`config.mk`:
```
export PLATFORM = sky130hd
export DESIGN_NAME = open_handle_table
export DESIGN_NICKNAME = d
export VERILOG_FILES = /design/src/rtl/oht_pkg.sv /design/src/rtl/oht_host_mem.sv /design/src/rtl/open_handle_table.sv
export SDC_FILE = /design/constraint.sdc
export NUM_CORES = 1
export LEC_CHECK = 0
export BUFFER_PORTS_ARGS = -buffer_cell sky130_fd_sc_hd__buf_2
export CAP_MARGIN = 10
export CORE_ASPECT_RATIO = 1.5
export CORE_MARGIN = 1.5
export CORE_UTILIZATION = 55
export DETAILED_ROUTE_END_ITERATION = 8
export PLACE_DENSITY = 0.76
export SLEW_MARGIN = 5
export SYNTH_ARGS = -nofsm -noshare
export SYNTH_HDL_FRONTEND = slang
export SYNTH_SLANG_ARGS = --single-unit
```
`constraint.sdc`:
```
create_clock -name clock -period 2.8 [get_ports clock]
set_input_delay 0.14 -clock clock [delete_from_list [all_inputs] [get_ports clock]]
set_output_delay 0.14 -clock clock [all_outputs]
set_load 0.01 [all_outputs]
```
`src/rtl/oht_pkg.sv`:
```
package oht_pkg;

   // table size used when the top level is not overridden
   localparam int SLOTS_DEFAULT = 16;

   // field widths fixed by the interface
   localparam int FUNC_W   = 2;
   localparam int HOST_W   = 16;
   localparam int SLOT_W_IO = 4;
   localparam int STATUS_W = 2;

   typedef logic [FUNC_W-1:0]   func_type;
   typedef logic [STATUS_W-1:0] status_type;

   // request functions; the fourth code is unused and answers not-open
   localparam func_type FUNC_OPEN   = 2'd0;
   localparam func_type FUNC_CLOSE  = 2'd1;
   localparam func_type FUNC_LOOKUP = 2'd2;

   // result status codes
   localparam status_type STATUS_OK       = 2'd0;
   localparam status_type STATUS_FULL     = 2'd1;
   localparam status_type STATUS_NOT_OPEN = 2'd2;

   typedef enum logic [2:0] {
      ST_INIT,
      ST_IDLE,
      ST_SCAN,
      ST_READ,
      ST_OPEN_END,
      ST_RESP
   } state_type;

endpackage

```
`src/rtl/oht_host_mem.sv`:
```
module oht_host_mem #(
   parameter int DEPTH  = 16,
   parameter int ADDR_W = $clog2(DEPTH),
   parameter int DATA_W = 16
) (
   input  logic              clock,
   input  logic              wr_en,
   input  logic [ADDR_W-1:0] wr_addr,
   input  logic [DATA_W-1:0] wr_data,
   input  logic              rd_en,
   input  logic [ADDR_W-1:0] rd_addr,
   output logic [DATA_W-1:0] rd_data
);

   logic [DATA_W-1:0] mem [DEPTH];
   logic [DATA_W-1:0] rd_data_ff;

   // one write port, one registered read port
   always_ff @(posedge clock) begin
      if (wr_en) begin
         mem[wr_addr] <= wr_data;
      end
      if (rd_en) begin
         rd_data_ff <= mem[rd_addr];
      end
   end

   assign rd_data = rd_data_ff;

endmodule

```
`src/rtl/open_handle_table.sv`:
```
// Handle table: SLOTS local slots map to 16-bit host handles. Valid bits sit in
// flip-flops; host handles sit in a one-port-read, one-port-write RAM with a
// registered read. After reset the block writes slots 0 and 1 (hosts 0 and 1)
// before req_ready rises. One item is in flight at a time. Open scans the RAM
// one slot per cycle, looking for the highest valid slot with the same host
// handle and the lowest free slot. Close and lookup read one entry; a request
// for a slot that is not open, or the unused function code, reads nothing and
// goes straight to the result. The result sits in an output register, so a new
// request is accepted while a result waits for rsp_ready. Slots at or above
// SLOTS read as not open, and rsp_slot_out carries the low 4 bits of the slot
// number.
module open_handle_table #(
   parameter int SLOTS = oht_pkg::SLOTS_DEFAULT
) (
   input  logic                          clock,
   input  logic                          reset,
   input  logic                          req_valid,
   output logic                          req_ready,
   input  logic [oht_pkg::FUNC_W-1:0]    req_func,
   input  logic [oht_pkg::HOST_W-1:0]    req_host_handle,
   input  logic [oht_pkg::SLOT_W_IO-1:0] req_slot,
   output logic                          rsp_valid,
   input  logic                          rsp_ready,
   output logic [oht_pkg::STATUS_W-1:0]  rsp_status,
   output logic [oht_pkg::SLOT_W_IO-1:0] rsp_slot_out,
   output logic                          rsp_reopened,
   output logic [oht_pkg::HOST_W-1:0]    rsp_host_handle_out
);

   import oht_pkg::*;

   localparam int SLOT_W = $clog2(SLOTS);
   localparam logic [SLOT_W-1:0] LAST_SLOT = SLOT_W'(SLOTS - 1);

   state_type state_ff, state_in;

   // request latched at accept
   func_type            func_ff,  func_in;
   logic [HOST_W-1:0]   host_ff,  host_in;
   logic [SLOT_W-1:0]   idx_ff,   idx_in;

   logic [SLOTS-1:0]    valid_ff, valid_in;
   logic                init_cnt_ff, init_cnt_in;

   // scan pipeline: issue stage and compare stage
   logic [SLOT_W-1:0]   scan_addr_ff, scan_addr_in;
   logic                iss_done_ff,  iss_done_in;
   logic                cmp_vld_ff,   cmp_vld_in;
   logic [SLOT_W-1:0]   cmp_idx_ff,   cmp_idx_in;
   logic                found_ff,      found_in;
   logic [SLOT_W-1:0]   hit_ff,        hit_in;
   logic                free_found_ff, free_found_in;
   logic [SLOT_W-1:0]   free_ff,       free_in;

   // pending result and output register
   status_type          res_status_ff, res_status_in;
   logic [SLOT_W_IO-1:0] res_slot_ff,  res_slot_in;
   logic                res_reopen_ff, res_reopen_in;
   logic [HOST_W-1:0]   res_host_ff,   res_host_in;
   logic                rsp_valid_ff,  rsp_valid_in;
   status_type          rsp_status_ff, rsp_status_in;
   logic [SLOT_W_IO-1:0] rsp_slot_ff,  rsp_slot_in;
   logic                rsp_reopen_ff, rsp_reopen_in;
   logic [HOST_W-1:0]   rsp_host_ff,   rsp_host_in;

   // RAM port signals
   logic                mem_wr_en;
   logic [SLOT_W-1:0]   mem_wr_addr;
   logic [HOST_W-1:0]   mem_wr_data;
   logic                mem_rd_en;
   logic [SLOT_W-1:0]   mem_rd_addr;
   logic [HOST_W-1:0]   mem_rd_data;

   logic                req_fire;
   logic [SLOT_W-1:0]   req_idx;
   logic                req_slot_open;
   logic                req_is_access;
   logic                scan_issue;
   logic                scan_last;
   logic                cmp_match;
   logic                cmp_free;
   logic                out_free;

   oht_host_mem #(
      .DEPTH  (SLOTS),
      .ADDR_W (SLOT_W),
      .DATA_W (HOST_W)
   ) u_host_mem (
      .clock   (clock),
      .wr_en   (mem_wr_en),
      .wr_addr (mem_wr_addr),
      .wr_data (mem_wr_data),
      .rd_en   (mem_rd_en),
      .rd_addr (mem_rd_addr),
      .rd_data (mem_rd_data)
   );

   // request decode
   assign req_ready     = (state_ff == ST_IDLE);
   assign req_fire      = req_valid && req_ready;
   assign req_idx       = SLOT_W'(req_slot);
   assign req_slot_open = (int'(req_slot) < SLOTS) && valid_ff[req_idx];
   assign req_is_access = (req_func == FUNC_CLOSE) || (req_func == FUNC_LOOKUP);

   // scan compare on the entry read last cycle
   assign scan_issue = (state_ff == ST_SCAN) && !iss_done_ff;
   assign scan_last  = cmp_vld_ff && (cmp_idx_ff == LAST_SLOT);
   assign cmp_match  = valid_ff[cmp_idx_ff] && (mem_rd_data == host_ff);
   assign cmp_free   = !valid_ff[cmp_idx_ff];
   assign out_free   = !rsp_valid_ff || rsp_ready;

   // next state
   always_comb begin
      state_in = state_ff;
      case (state_ff)
         ST_INIT: begin
            if (init_cnt_ff) state_in = ST_IDLE;
         end
         ST_IDLE: begin
            if (req_fire) begin
               if (req_func == FUNC_OPEN) begin
                  state_in = ST_SCAN;
               end else if (req_is_access && req_slot_open) begin
                  state_in = ST_READ;
               end else begin
                  state_in = ST_RESP;
               end
            end
         end
         ST_SCAN: begin
            if (scan_last) state_in = ST_OPEN_END;
         end
         ST_READ:     state_in = ST_RESP;
         ST_OPEN_END: state_in = ST_RESP;
         ST_RESP: begin
            if (out_free) state_in = ST_IDLE;
         end
         default:     state_in = ST_IDLE;
      endcase
   end

   // datapath and RAM control
   always_comb begin
      func_in       = func_ff;
      host_in       = host_ff;
      idx_in        = idx_ff;
      valid_in      = valid_ff;
      init_cnt_in   = init_cnt_ff;
      scan_addr_in  = scan_addr_ff;
      iss_done_in   = iss_done_ff;
      cmp_vld_in    = scan_issue;
      cmp_idx_in    = scan_addr_ff;
      found_in      = found_ff;
      hit_in        = hit_ff;
      free_found_in = free_found_ff;
      free_in       = free_ff;
      res_status_in = res_status_ff;
      res_slot_in   = res_slot_ff;
      res_reopen_in = res_reopen_ff;
      res_host_in   = res_host_ff;
      rsp_status_in = rsp_status_ff;
      rsp_slot_in   = rsp_slot_ff;
      rsp_reopen_in = rsp_reopen_ff;
      rsp_host_in   = rsp_host_ff;
      rsp_valid_in  = rsp_valid_ff && !rsp_ready;
      mem_wr_en     = 1'b0;
      mem_wr_addr   = free_ff;
      mem_wr_data   = host_ff;
      mem_rd_en     = 1'b0;
      mem_rd_addr   = scan_addr_ff;

      case (state_ff)
         ST_INIT: begin
            // slot n holds host n for the two preset slots
            mem_wr_en   = 1'b1;
            mem_wr_addr = SLOT_W'(init_cnt_ff);
            mem_wr_data = HOST_W'(init_cnt_ff);
            init_cnt_in = 1'b1;
         end
         ST_IDLE: begin
            if (req_fire) begin
               func_in       = req_func;
               host_in       = req_host_handle;
               idx_in        = req_idx;
               scan_addr_in  = '0;
               iss_done_in   = 1'b0;
               found_in      = 1'b0;
               free_found_in = 1'b0;
               res_status_in = STATUS_NOT_OPEN;
               res_slot_in   = '0;
               res_reopen_in = 1'b0;
               res_host_in   = '0;
               if (req_is_access && req_slot_open) begin
                  mem_rd_en   = 1'b1;
                  mem_rd_addr = req_idx;
               end
            end
         end
         ST_SCAN: begin
            if (scan_issue) begin
               mem_rd_en    = 1'b1;
               scan_addr_in = scan_addr_ff + 1'b1;
               if (scan_addr_ff == LAST_SLOT) iss_done_in = 1'b1;
            end
            // highest match wins, lowest free slot is kept
            if (cmp_vld_ff) begin
               if (cmp_match) begin
                  found_in = 1'b1;
                  hit_in   = cmp_idx_ff;
               end
               if (cmp_free && !free_found_ff) begin
                  free_found_in = 1'b1;
                  free_in       = cmp_idx_ff;
               end
            end
         end
         ST_OPEN_END: begin
            res_host_in = '0;
            if (found_ff) begin
               res_status_in = STATUS_OK;
               res_slot_in   = SLOT_W_IO'(hit_ff);
               res_reopen_in = 1'b1;
            end else if (free_found_ff) begin
               mem_wr_en         = 1'b1;
               valid_in[free_ff] = 1'b1;
               res_status_in     = STATUS_OK;
               res_slot_in       = SLOT_W_IO'(free_ff);
               res_reopen_in     = 1'b0;
            end else begin
               res_status_in = STATUS_FULL;
               res_slot_in   = '0;
               res_reopen_in = 1'b0;
            end
         end
         ST_READ: begin
            res_status_in = STATUS_OK;
            res_slot_in   = '0;
            res_reopen_in = 1'b0;
            res_host_in   = mem_rd_data;
            if (func_ff == FUNC_CLOSE) valid_in[idx_ff] = 1'b0;
         end
         ST_RESP: begin
            if (out_free) begin
               rsp_valid_in  = 1'b1;
               rsp_status_in = res_status_ff;
               rsp_slot_in   = res_slot_ff;
               rsp_reopen_in = res_reopen_ff;
               rsp_host_in   = res_host_ff;
            end
         end
         default: begin
         end
      endcase
   end

   // control registers
   always_ff @(posedge clock) begin
      if (reset) begin
         state_ff     <= ST_INIT;
         valid_ff     <= {{(SLOTS-2){1'b0}}, 2'b11};
         init_cnt_ff  <= 1'b0;
         iss_done_ff  <= 1'b0;
         cmp_vld_ff   <= 1'b0;
         rsp_valid_ff <= 1'b0;
      end else begin
         state_ff     <= state_in;
         valid_ff     <= valid_in;
         init_cnt_ff  <= init_cnt_in;
         iss_done_ff  <= iss_done_in;
         cmp_vld_ff   <= cmp_vld_in;
         rsp_valid_ff <= rsp_valid_in;
      end
   end

   // payload registers
   always_ff @(posedge clock) begin
      func_ff       <= func_in;
      host_ff       <= host_in;
      idx_ff        <= idx_in;
      scan_addr_ff  <= scan_addr_in;
      cmp_idx_ff    <= cmp_idx_in;
      found_ff      <= found_in;
      hit_ff        <= hit_in;
      free_found_ff <= free_found_in;
      free_ff       <= free_in;
      res_status_ff <= res_status_in;
      res_slot_ff   <= res_slot_in;
      res_reopen_ff <= res_reopen_in;
      res_host_ff   <= res_host_in;
      rsp_status_ff <= rsp_status_in;
      rsp_slot_ff   <= rsp_slot_in;
      rsp_reopen_ff <= rsp_reopen_in;
      rsp_host_ff   <= rsp_host_in;
   end

   assign rsp_valid           = rsp_valid_ff;
   assign rsp_status          = rsp_status_ff;
   assign rsp_slot_out        = rsp_slot_ff;
   assign rsp_reopened        = rsp_reopen_ff;
   assign rsp_host_handle_out = rsp_host_ff;

   // one item in flight: ready drops right after an accept
   a_one_in_flight: assert property (@(posedge clock) disable iff (reset)
      req_fire |=> !req_ready)
      else $error("request accepted while another is in flight");

   // a fresh allocation marks its slot valid
   a_alloc_sets_valid: assert property (@(posedge clock) disable iff (reset)
      (state_ff == ST_OPEN_END) && !found_ff && free_found_ff
      |=> valid_ff[$past(free_ff)])
      else $error("allocated slot not marked valid");

   // a close frees its slot
   a_close_clears: assert property (@(posedge clock) disable iff (reset)
      (state_ff == ST_READ) && (func_ff == FUNC_CLOSE)
      |=> !valid_ff[$past(idx_ff)])
      else $error("closed slot still valid");

   // reopen only with status ok
   a_reopen_ok: assert property (@(posedge clock) disable iff (reset)
      rsp_valid_ff && rsp_reopen_ff |-> (rsp_status_ff == STATUS_OK))
      else $error("reopen flagged with error status");

   // error results carry no slot and no host handle
   a_error_zero: assert property (@(posedge clock) disable iff (reset)
      rsp_valid_ff && (rsp_status_ff != STATUS_OK)
      |-> (rsp_slot_ff == '0) && (rsp_host_ff == '0) && !rsp_reopen_ff)
      else $error("error result with nonzero fields");

endmodule

```
# After elaboration in Yosys (flattened, before gate mapping)
# Memories as Yosys holds them, arrays and structs flattened. A register that Yosys moved wholly into a read port is not among the register bits.
# Cells that the tools add are included.
# totals
register_bits	109
mem_bits_rw	256
in_bits	26
output_inout_bits	25
n_memories	1
# memory_table
memory	words	width	read_ports	rd_clocked_by_memory_dff	write_ports	line	rtl
u_host_mem.mem	16	16	1	1	1	oht_host_mem.sv:15	logic [DATA_W-1:0] mem [DEPTH];
# classes
n_addsub	1
magnitude_cmp	6
n_eq_ne	23
n_mux	59
bitwise_logic	3
reduce_logical	33
# ops
cell	n
two-way mux 16 bit	5
one-hot mux 16 bit (3 select lines)	1
two-way mux 4 bit	8
one-hot mux 16 bit (2 select lines)	1
two-way mux 1 bit	23
< comparator 4 x 5 -> 1 bit, second input constant	4
AND reduction 4 bit	5
two-way mux 3 bit	6
!= test 2 bit, second input constant	9
bitwise AND 16 bit	1
== test 16 bit	1
NOT 16 bit	1
OR 16 bit	1
one-hot mux 3 bit (5 select lines)	1
one-hot mux 4 bit (3 select lines)	1
one-hot mux 1 bit (2 select lines)	5
logical AND 1 bit	9
AND reduction 3 bit	3
binary-select mux 1 bit (select 4 bit)	2
demux 1 bit (select 4 bit)	2
== test 4 bit, second input constant	2
greater-or-equal comparator 4 x 1 -> 1 bit, second input constant	2
one-hot mux 4 bit (2 select lines)	1
== test 3 x 2 -> 1 bit, second input constant	2
other kinds (17)	29

# Logic depth before layout (Yosys ltp)
# depth
ltp_word	8
mapped_depth	11

# Cells and area by module
# From an unflattened synthesis, not the netlist that was laid out.
# hier_totals
cells_unflattened	778
hier_area_um2	14780.4
# modules_own_cells
mod	n_inst	cells_per_inst	area_each_um2
oht_host_mem	1	432	10202.3
open_handle_table	1	346	4578.1

# Least setup slack after synthesis
# No wires, ideal clock.
# synth_path
path_kind	reg2reg
start	reg state_ff[0]
end	reg u_host_mem.rd_data_ff[0], in the netlist u_host_mem.rd_data[0], read port of u_host_mem.mem, data pin
arrival_time_ns	3.115
path_slack_ns	-0.587
stages_incl_launch_ff	12
synth_period_minus_slack_ns	3.387
path_cell_list	dfxtp_1 -> buf_2 -> nor3b_1 -> nand2_1 -> inv_1 -> nand2_1 -> clkbuf_1 -> o211ai_1 -> o31a_1 -> buf_2 -> o22ai_1 -> or4_1
# synth_between
elab_chain_cells	4
# synth_lines
item	line	rtl
from (decl)	open_handle_table.sv:35	state_type state_ff, state_in;
from (signal assigned)	open_handle_table.sv:266	state_ff <= state_in;
== test 3 x 1 -> 1 bit *	open_handle_table.sv:99	assign req_ready = (state_ff == ST_IDLE);
net req_ready	open_handle_table.sv:18	output logic req_ready,
logical AND 1 bit	open_handle_table.sv:100	assign req_fire = req_valid && req_ready;
two-way mux 1 bit or two-way mux 4 bit (tied branches)	open_handle_table.sv:181	if (req_fire) begin
one-hot mux 1 bit (2 select lines) or two-way mux 4 bit (tied branches)	open_handle_table.sv:172	case (state_ff)
to (decl)	oht_host_mem.sv:16	logic [DATA_W-1:0] rd_data_ff;
# The timed path passes the listed nets; every way through them passes the cells marked *.
# A chain may end at the register's enable or synchronous reset.

# Worst setup path in the final report
# layout_path
start	reg valid_ff[11]
end	reg u_host_mem.rd_data_ff[13], in the netlist u_host_mem.rd_data[13], read port of u_host_mem.mem, data pin
# layout_between
elab_chain_cells	6
# layout_lines
item	line	rtl
from (decl)	open_handle_table.sv:42	logic [SLOTS-1:0] valid_ff, valid_in;
from (signal assigned)	open_handle_table.sv:260	valid_ff <= {{(SLOTS-2){1'b0}}, 2'b11};
from (signal assigned)	open_handle_table.sv:267	valid_ff <= valid_in;
binary-select mux 1 bit (select 4 bit) *	open_handle_table.sv:102	assign req_slot_open = (int'(req_slot) < SLOTS) && valid_ff[req_idx];
two-way mux 1 bit (implied by the code) *	open_handle_table.sv:102	
logical AND 1 bit *	open_handle_table.sv:193	if (req_is_access && req_slot_open) begin
two-way mux 1 bit or two-way mux 4 bit (tied branches)	open_handle_table.sv:193	
two-way mux 1 bit or two-way mux 4 bit (tied branches)	open_handle_table.sv:181	
one-hot mux 1 bit (2 select lines) or two-way mux 4 bit (tied branches)	open_handle_table.sv:172	
# Every way passes the cells marked *; elsewhere a longest branch is shown, timed or not. The select of a mux whose other input is x is not followed.

==> impl_metrics.ini <==
[status]
outcome = finished with violations
violations = negative setup slack

[logic_synthesis]
synth-compound-area-share = 0.188
synthCells = 1681
synth-simple-area-share = 0.143
synthMuxAreaShare = 0.0121
netlist_area_um2 = 18500
synth-edff-count = 354
ys_top_cells_by_area = edfxtp_1 (58%), nand2_1 (8.4%), a311oi_1 (5.8%)
synth-seq-cells = 381
synth_top_area_frac = 0.575
syn_area_per_cell_um2 = 11.0
synth_top_family_by_area = compound AO/OA/AOI/OAI gates
synth.yosys.seq_area_share = 0.604
ys_warn_count = 0
synth_fp_nets = 1709
synth-xor-area-share = 0.00853
synth_adder_area_share = 0.00135
ys.flop_type = edfxtp_1
ys_async_sr_fraction = 0
synth_area_leader_cell = edfxtp_1
synth_cell_type_count = 57

[drt]
drc = 0
routedWlPerCell_um = 26.8
drtPass1Iterations = 7
drtAntennaViolNets = 0
routed_wl_mm = 60.5
vias = 16048
drt-initial-drc-count = 2332
via_per_inst = 7.12

[critical_path]
end_kind = flip-flop
r2r_start = valid_ff[11]$_SDFFE_PP0P_
critPathLaunchType = flip-flop
cp-startpoint = valid_ff[11]$_SDFFE_PP0P_
cp.required_ps = 3090
path_max_fanout = 5
critPathKind = reg -> reg
crit_arrival_ps = 3160

[job]
maxCapViolations = 0

[global_routing]
antenna_found_initial = 2
grtUsageTotal = 0.335
grt_max_degree = 54
grt_pass1_vias = 15601
grt_pass1_wl_mm = 88.6
overflow = 0

[final_layout]
synthToLayoutAreaGrowth_pct = 21.2
nets = 1838
nFillCells = 2285
final_cell_mix = nand2_1 (411), edfxtp_1 (354), a21oi_1 (107), buf_4 (107), a311oi_1 (98)
final_area_um2 = 22400
post_route_cells_drive_above_1_share = 0.205
layout_commonest_cell = nand2_1
diodes = 0

[clock_tree]
clk_latency_ps = 550
cts_max_path_buffers = 3
clk_pin_slew_ps = 70
numCtsBuffers = 35
h-tree-depth = 2
cts_num_sinks = 381
root_buffer = clkbuf_16
cts_tree = built

[place]
dp_hpwl_mm = 36.1
finalWeightedCongestion = 0.946
placed_cell_area_um2 = 20200
port_buffers = 50

[floorplan]
dieArea_um2 = 34700
die_h_um = 228
core-area_um2 = 33200
start_util = 0.556
fp-row-count = 82
top_level_ports = 51
die_w_um = 153

[hold_path]
hold_path.class = in -> reg
hp-start = reset

[sta]
worst_slack_ps = -73.7
fin_crit_ps = 2870
final.setup.tns_ps = -826
min_period_over_period = 1.03
fmax_mhz = 348
drv_slew = 0
finalClockSkew_ps = 34.0
grt_setup_unrepaired = yes
finalSetupViolCount = 16
whs_ps = 57.8
max-slew-margin-rel = 0.538
tightestPinTransition_ps = 693
hold_viol_final = 0

[power_and_ir_drop]
ir_worst_vdd_v = 0.000455
power_mw = 13.5
power_leakage_nw = 7.77
p_per_area_nw_per_um2 = 603
-- final cells by class --
type	instances	area, um^2	share of cell area
flip-flops and latches	381	11200	0.499
multi-input cells	1125	6870	0.307
repair buffers	251	2620	0.117
clock buffers	40	895	0.0399
well taps	420	526	0.0235
clock inverters	22	254	0.0113
inverters	16	63.8	0.00285
-- per-layer routing --
layer / part of all wire / wire, um / GRT usage / vias to the layer above
li1: - / - / - / 6702
met1: 0.32 / 19200 / 0.380 / 7520
met2: 0.48 / 28800 / 0.563 / 1399
met3: 0.11 / 6860 / 0.0647 / 425
met4: 0.093 / 5640 / 0.256 / 2
met5: 0.00025 / 15 / 0 / -
-- cells by family (layout without fill, tap and decap cells) --
family | Yosys count | in the layout
AOI/OAI and AO/OA | 488 | 488
xor gates and xnor gates | 18 | 18
adders and majority gates | 2 | 2
buffers and inverters | 175 | 329
DFF | 381 | 381
muxes | 13 | 13
and+or+nand+nor | 604 | 604
-- power by group --
part | internal, mW | switching, mW | leakage, nW | total (mW)
Combinational | 0.713 | 1.24 | 3.73 | 1.95
Sequential | 6.55 | 0.125 | 3.49 | 6.68
Clock | 2.78 | 2.10 | 0.559 | 4.88
-- cells in the mapped netlist, types with 2 or more instances --
master,count
or4_1,16
clkbuf_1,114
edfxtp_1,354
o22ai_1,65
and3_1,4
nor3_1,47
nand3_1,5
nor2b_1,6
a22oi_1,39
nor2_1,33
buf_1,5
nand3b_1,6
or3_1,4
nor4_1,11
nand2_1,413
a211oi_1,99
o31ai_1,2
mux2_2,4
o22ai_2,2
a311oi_1,123
o21ai_0,20
buf_2,23
ha_1,2
nand4_1,5
dfxtp_1,27
mux4_2,7
xnor2_1,13
a2111oi_0,3
a22o_1,3
mux2i_1,2
a31oi_2,5
and2_1,34
buf_6,9
a21oi_1,108
xor2_1,5
or2_2,4
a31oi_1,9
nor3b_1,3
buf_4,7
nand2b_1,9
inv_1,15
-- path summary, 6_finish.rpt --
path	endpoint	slack, ps	cells after the start
max	u_host_mem.rd_data[13]$_DFFE_PP_	-70	10
min	state_ff[0]$_SDFFE_PP0P_	60	2
max reg2reg	u_host_mem.rd_data[13]$_DFFE_PP_	-70	10
min reg2reg	rsp_host_handle_out[8]$_DFFE_PP_	420	0
-- worst max-delay path, stage by stage (launching register included) --
cell and delay [ps]:
dfxtp_2 320, mux4_2 490, o22ai_4 190, o22a_4 210, buf_4 120, buf_6 90, nor4_1 70, a31oi_4 220
bufbuf_16 310, o22ai_1 60, or4_1 540
-- metrics by stage --
stage	utilization	worst slack, ps	cells
3_3_place_gp	0.607	-168	2134
4_1_cts	0.658	-33.4	2238
3_5_place_dp	0.607	-200	2134
5_1_grt	0.674	-572	2255
2_1_floorplan	-	17.0	1681
6_report	0.674	-73.7	2255
-- flip-flops by register name (all words and copies together) (netlist names), 16 cells and up --
name,cells
u_host_mem.mem,256
res_host_ff,16
u_host_mem.rd_data,16
host_ff,16
valid_ff,16
rsp_host_handle_out,16
-- timing repair --
action	in CTS	in global routing
gates cloned	4	6
pin swaps	9	32
buffers inserted	16	11
endpoints found under the setup margin	16	16
hold buffers	22	0
endpoints found under the hold margin	22	0
gates resized for setup	21	59
Note: power is estimated with default switching activity, not from simulation.
